File: src/design/usv_pkg.sv
// usv_pkg: constants and the scan state type of the utf-8 sequence validator
// depends on nothing; used by utf8_sequence_validator_unit
`timescale 1ns / 1ps

package usv_pkg;

    localparam logic [7:0] AsciiMax   = 8'h7F;
    localparam logic [7:0] NulByte    = 8'h00;
    localparam logic [7:0] Lead2Min   = 8'hC2;
    localparam logic [7:0] Lead2Max   = 8'hDF;
    localparam logic [7:0] Lead3Min   = 8'hE0;
    localparam logic [7:0] Lead3Surr  = 8'hED;
    localparam logic [7:0] Lead3Max   = 8'hEF;
    localparam logic [7:0] Lead4Min   = 8'hF0;
    localparam logic [7:0] Lead4Max   = 8'hF4;
    localparam logic [7:0] ContMin    = 8'h80;
    localparam logic [7:0] ContMax    = 8'hBF;
    localparam logic [7:0] ContMask   = 8'hC0;
    localparam logic [7:0] E0SecondLo = 8'hA0;
    localparam logic [7:0] EdSecondHi = 8'h9F;
    localparam logic [7:0] F0SecondLo = 8'h90;
    localparam logic [7:0] F4SecondHi = 8'h8F;

    localparam logic [1:0] DueNone  = 2'd0;
    localparam logic [1:0] DueOne   = 2'd1;
    localparam logic [1:0] DueTwo   = 2'd2;
    localparam logic [1:0] DueThree = 2'd3;

    typedef struct packed {
        logic [1:0] due;
        logic       pending;
        logic [7:0] second_lo;
        logic [7:0] second_hi;
        logic       failed;
    } t_scan_state;

    localparam t_scan_state ScanReset = '{
        due:       DueNone,
        pending:   1'b0,
        second_lo: ContMin,
        second_hi: ContMax,
        failed:    1'b0
    };

endpackage

File: src/design/utf8_sequence_validator_unit.sv
// utf8_sequence_validator_unit: strict utf-8 checker, one byte per beat
// depends on usv_pkg
`timescale 1ns / 1ps

// Takes one byte per clock and gives one verdict (o_valid_res) on each byte
// marked last: 1 when the sequence is well-formed utf-8 with no NUL, no
// overlong form, no surrogate, nothing above U+10FFFF and no truncated
// character. A byte is held in the input register, is decoded against
// the scan state and, if last, its verdict lands in the output register,
// which drives o_valid_res. The sustained rate is one byte per cycle;
// the input stalls only while a verdict is held in the output register and a
// further last byte waits behind it.
module utf8_sequence_validator_unit (
    input  logic       i_clk,
    input  logic       i_rst_n,
    input  logic       i_in_valid,
    output logic       o_in_ready,
    input  logic [7:0] i_byte_value,
    input  logic       i_last_byte,
    output logic       o_out_valid,
    input  logic       i_out_ready,
    output logic       o_valid_res
);

    logic                 r_in_valid;
    logic [7:0]           r_byte;
    logic                 r_last;
    usv_pkg::t_scan_state r_state;
    usv_pkg::t_scan_state n_state;
    usv_pkg::t_scan_state n_scan;
    logic                 r_out_valid;
    logic                 r_out_res;
    logic                 n_res;
    logic                 advance;
    logic                 in_beat;

    assign advance    = r_in_valid && (!r_last || !r_out_valid || i_out_ready);
    assign o_in_ready = !r_in_valid || advance;
    assign in_beat    = i_in_valid && o_in_ready;

    always_comb begin
        n_scan = r_state;
        if (!r_state.failed) begin
            if (r_state.due == usv_pkg::DueNone) begin
                if (r_byte == usv_pkg::NulByte) begin
                    n_scan.failed = 1'b1;
                end else if (r_byte <= usv_pkg::AsciiMax) begin
                    n_scan = r_state;
                end else if (r_byte >= usv_pkg::Lead2Min && r_byte <= usv_pkg::Lead2Max) begin
                    n_scan.due       = usv_pkg::DueOne;
                    n_scan.pending   = 1'b1;
                    n_scan.second_lo = usv_pkg::ContMin;
                    n_scan.second_hi = usv_pkg::ContMax;
                end else if (r_byte >= usv_pkg::Lead3Min && r_byte <= usv_pkg::Lead3Max) begin
                    n_scan.due       = usv_pkg::DueTwo;
                    n_scan.pending   = 1'b1;
                    n_scan.second_lo = (r_byte == usv_pkg::Lead3Min) ?
                                       usv_pkg::E0SecondLo : usv_pkg::ContMin;
                    n_scan.second_hi = (r_byte == usv_pkg::Lead3Surr) ?
                                       usv_pkg::EdSecondHi : usv_pkg::ContMax;
                end else if (r_byte >= usv_pkg::Lead4Min && r_byte <= usv_pkg::Lead4Max) begin
                    n_scan.due       = usv_pkg::DueThree;
                    n_scan.pending   = 1'b1;
                    n_scan.second_lo = (r_byte == usv_pkg::Lead4Min) ?
                                       usv_pkg::F0SecondLo : usv_pkg::ContMin;
                    n_scan.second_hi = (r_byte == usv_pkg::Lead4Max) ?
                                       usv_pkg::F4SecondHi : usv_pkg::ContMax;
                end else begin
                    n_scan.failed = 1'b1;
                end
            end else if (r_state.pending) begin
                if (r_byte < r_state.second_lo || r_byte > r_state.second_hi) begin
                    n_scan.failed = 1'b1;
                end else begin
                    n_scan.pending   = 1'b0;
                    n_scan.second_lo = usv_pkg::ContMin;
                    n_scan.second_hi = usv_pkg::ContMax;
                    n_scan.due       = r_state.due - 2'd1;
                end
            end else if ((r_byte & usv_pkg::ContMask) != usv_pkg::ContMin) begin
                n_scan.failed = 1'b1;
            end else begin
                n_scan.due = r_state.due - 2'd1;
            end
        end
        n_res   = !n_scan.failed && (n_scan.due == usv_pkg::DueNone);
        n_state = r_last ? usv_pkg::ScanReset : n_scan;
    end

    always_ff @(posedge i_clk) begin
        if (!i_rst_n) begin
            r_in_valid  <= 1'b0;
            r_state     <= usv_pkg::ScanReset;
            r_out_valid <= 1'b0;
        end else begin
            if (in_beat) begin
                r_in_valid <= 1'b1;
            end else if (advance) begin
                r_in_valid <= 1'b0;
            end
            if (advance) begin
                r_state <= n_state;
            end
            if (advance && r_last) begin
                r_out_valid <= 1'b1;
            end else if (i_out_ready) begin
                r_out_valid <= 1'b0;
            end
        end
    end

    // payload registers
    always_ff @(posedge i_clk) begin
        if (in_beat) begin
            r_byte <= i_byte_value;
            r_last <= i_last_byte;
        end
        if (advance && r_last) begin
            r_out_res <= n_res;
        end
    end

    assign o_out_valid = r_out_valid;
    assign o_valid_res = r_out_res;

endmodule

File: config.mk
export PLATFORM = sky130hd
export DESIGN_NAME = utf8_sequence_validator_unit
export DESIGN_NICKNAME = d
export VERILOG_FILES = /design/src/design/usv_pkg.sv /design/src/design/utf8_sequence_validator_unit.sv
export SDC_FILE = /design/constraint.sdc
export NUM_CORES = 1
export LEC_CHECK = 0
export CAP_MARGIN = 20
export CORE_ASPECT_RATIO = 1.1
export CORE_MARGIN = 2
export CORE_UTILIZATION = 35
export DETAILED_ROUTE_END_ITERATION = 8
export DONT_BUFFER_PORTS = 1
export GPL_ROUTABILITY_DRIVEN = 0
export MAX_ROUTING_LAYER = met4
export PLACE_DENSITY = 0.6
export SLEW_MARGIN = 20
export SYNTH_ARGS = -nofsm -noshare
export SYNTH_HDL_FRONTEND = slang
export SYNTH_SLANG_ARGS = --single-unit
File: constraint.sdc
create_clock -name i_clk -period 2.5 [get_ports i_clk]
set_input_delay 0.25 -clock i_clk [delete_from_list [all_inputs] [get_ports i_clk]]
set_output_delay 0.25 -clock i_clk [all_outputs]
set_load 0.01 [all_outputs]
==> impl_results.md <==
- Outcome: finished, final reports clean
- Number of synthesized flops with an enable pin: 10
- Final min period: 2.345 ns
- Final ANT Viol Nets: 0
- DRC: 0
- Relative slew slack: 0.5981
- Reg2reg start: r_byte[1]$_DFFE_PP_
- Post-placement cell count: 196
- PwrDens: 484.5 nW/um^2
- Share of synthesized registers carrying an async set or reset: 0
- Final Cycle Share: 0.9380
- RSZ-0062 raised after global routing: yes
- Nets@finish: 174
- FP Rows: 23
- First-pass GRT wire length: 5.002 mm
- GRT Residual Overflow: 0
- Setup CP Type: reg2reg
- CP endpoint kind: register
- Diodes inserted: 0
- 1st-pass router iterations: 4
- CP startpoint: r_byte[1]$_DFFE_PP_
- Drt via density: 5.650
- Number of fillers in the final layout: 365
- Clk Latency, worst-skew pair: 0.26 ns
- Post-Layout Cell Count: 200
- All-Layer GR Usage: 0.1545
- Wire length on met1: 1.317 mm
- Die Y: 68.90 microns
- Syn_nets: 167
- Simple-Gate Fraction of Synth Area: 0.2063
- Vias after detailed routing: 1,130
- Crit-path max FO: 5
- MaxCap Viol Count: 0
- Leak: 0.6114 nW
- Worst EP required: 2.67 ns
- Dpl hpwl: 2.494 mm
- Routed wire length: 3.111 mm
- Met3 Routed Length: 65 microns
- Vias in the first global route: 1,097
- Gate count after technology mapping: 144
- Hold Startpoint: i_last_byte
- Synthesis Warnings: 0
- Largest family of logic cells by synthesized area: compound AO/OA/AOI/OAI gates
- Synth Area in XOR/XNOR: 0
- Die Area: 4340 sq um
- Clock sink total: 21
- Post-Synth Adder-Cell Area: 0.09337
- Count of final hold-check violations: 0
- Compound-Gate Fraction of Synth Area: 0.2306
- Main flop type after synthesis: dfxtp_1
- DIE WIDTH: 63.00 microns
- Netlist Area Pre-Place: 1340 sq um
- Avg Cell Area, Syn: 9.306 sq um
- Yosys reg bits: 21
- WL met2: 1.623 mm
- Worst Hold Slack: 0.07992 ns
- Fraction of layout cells with a size suffix above 1: 0.1267
- CTS tree: built
- H-Tree Depth: 1
- CP Data Arrival Time: 2.52 ns
- Bufs on Longest Clock Path: 2
- Num ports: 16
- Initial antenna violation count: 0
- Detailed Route Iter0 Violations: 21
- Main area contributors after synthesis: edfxtp_1 (22%), dfxtp_1 (16%), ha_1 (9.3%)
- Worst-Margin Slew: 0.6010 ns
- Multi-input logic area: 767.0 sq um
- Mux contribution to synthesized area: 0.02241
- Initial core utilization: 0.3667
- Synth cell types: 45
- Max Fclk: 426.4 MHz
- Setup-failing EPs final: 0
- Core area: 3655 sq um
- Pin count of the biggest net entering global routing: 14
- Largest area contributor in the netlist: edfxtp_1
- Slew Limit Fails: 0
- FF/Latch Area: 520.5 sq um
- Clock slew at reported path FFs: 0.08 ns
- DR top layer: met4
- Min-delay worst type: in2reg
- Register area share after synthesis: 0.3884
- Num CTS Buffers: 3
- Fin Clk Skew: 0.004075 ns
- Area grow syn2layout: 12.04%
- Area fraction of the dominant cell type after synthesis: 0.2241
- Clock root buffer master: clkbuf_8
- Synth top cells by count: inv_1 (14), nor2_1 (14), dfxtp_1 (11)
- PortBufs: 0
- Maximum vdd drop: 0.0002824 V
- Critical Path Start Type: register
- Drt wl/cell: 15.56 microns
## repair_timing
action,in CTS,in global routing
endpoints found under the setup margin,4,3
pin swaps,0,0
gates resized for setup,1,2
setup buffers,0,0
hold buffers,0,0
## power by group
group | leakage [nW] | internal [W] | switching (W)
Combinational | 0.399 | 0.0000459 | 0.0000656
Clock | 0.0255 | 0.000111 | 0.000112
Sequential | 0.187 | 0.000376 | 0.0000167
Total | 0.611 | 0.000533 | 0.000194
## cells in the final DEF (no fill, tap or decap), types with 3 or more instances in the layout
| master | netlist | layout |
|---|---|---|
| a21oi_1 | 7 | 7 |
| clkbuf_8 | 0 | 3 |
| o21ai_1 | 3 | 3 |
| edfxtp_1 | 10 | 10 |
| ha_1 | 10 | 10 |
| inv_1 | 14 | 14 |
| a211oi_1 | 4 | 3 |
| nor2_1 | 14 | 14 |
| and2_1 | 3 | 3 |
| nand3_1 | 5 | 5 |
| o21ai_0 | 5 | 5 |
| dfxtp_1 | 11 | 11 |
| mux2i_1 | 3 | 3 |
| nand2_1 | 8 | 8 |
| buf_4 | 0 | 7 |
## sequential cells by signal (all words and copies together) (netlist names)
name,count
r_in_valid,1
o_valid_res,1
o_out_valid,1
r_state,9
r_byte,8
r_last,1
## stage by stage
step | total power, W | setup TNS [ns] | instance area (sq um) | util | setup slack [ns]
final | 0.0007274 | 0 | 1501 | 0.4108 | 0.1549
after global routing | 0.0007603 | -0.02381 | 1501 | 0.4108 | -0.02381
after CTS | 0.0007300 | 0 | 1481 | 0.4053 | 0.1314
after detailed placement | 0.0005094 | -0.1434 | 1429 | 0.3910 | -0.05736
after global placement | 0.0005049 | 0 | 1429 | 0.3910 | 0.08536
after floorplan | 0.0004792 | 0 | 1340 | - | 0.1539
## layout make-up
| class | count | area share |
|---|---|---|
| multi-input cells | 104 | 0.5108 |
| flip-flops and latches | 21 | 0.3467 |
| well taps | 50 | 0.04167 |
| repair buffers | 7 | 0.03500 |
| inverters | 14 | 0.03500 |
| clock buffers | 3 | 0.02750 |
| clock inverters | 1 | 0.003333 |
## routing by layer
metal	vias up	global-route usage
met5	-	-
met4	0	0.06944
met3	10	0.02110
met2	31	0.2886
met1	536	0.1665
li1	553	-
## kinds of logic after synthesis
group / Yosys count
mux: 3
flops: 21
fa+ha+maj: 10
buf+inv: 19
compound gates: 42
simple gates: 49
## critical path, cell delays in order (launching register included)
cell and delay (ns):
edfxtp_1 0.46, or4_4 0.58, nor4b_4 0.15, a311oi_2 0.19, nor2_1 0.10, or4_1 0.52, a221oi_1 0.25
## final timing paths
path	endpoint	slack, ns	depth (start not counted)
worst min register to register	r_state[13]$_SDFFE_PN0P_	0.52	1
worst min-delay path	r_last$_DFFE_PP_	0.08	0
worst max register to register	r_state[19]$_SDFFE_PN0P_	0.15	6
worst max-delay path	r_state[19]$_SDFFE_PN0P_	0.15	6
No activity file was read; power rests on OpenSTA's default activity.
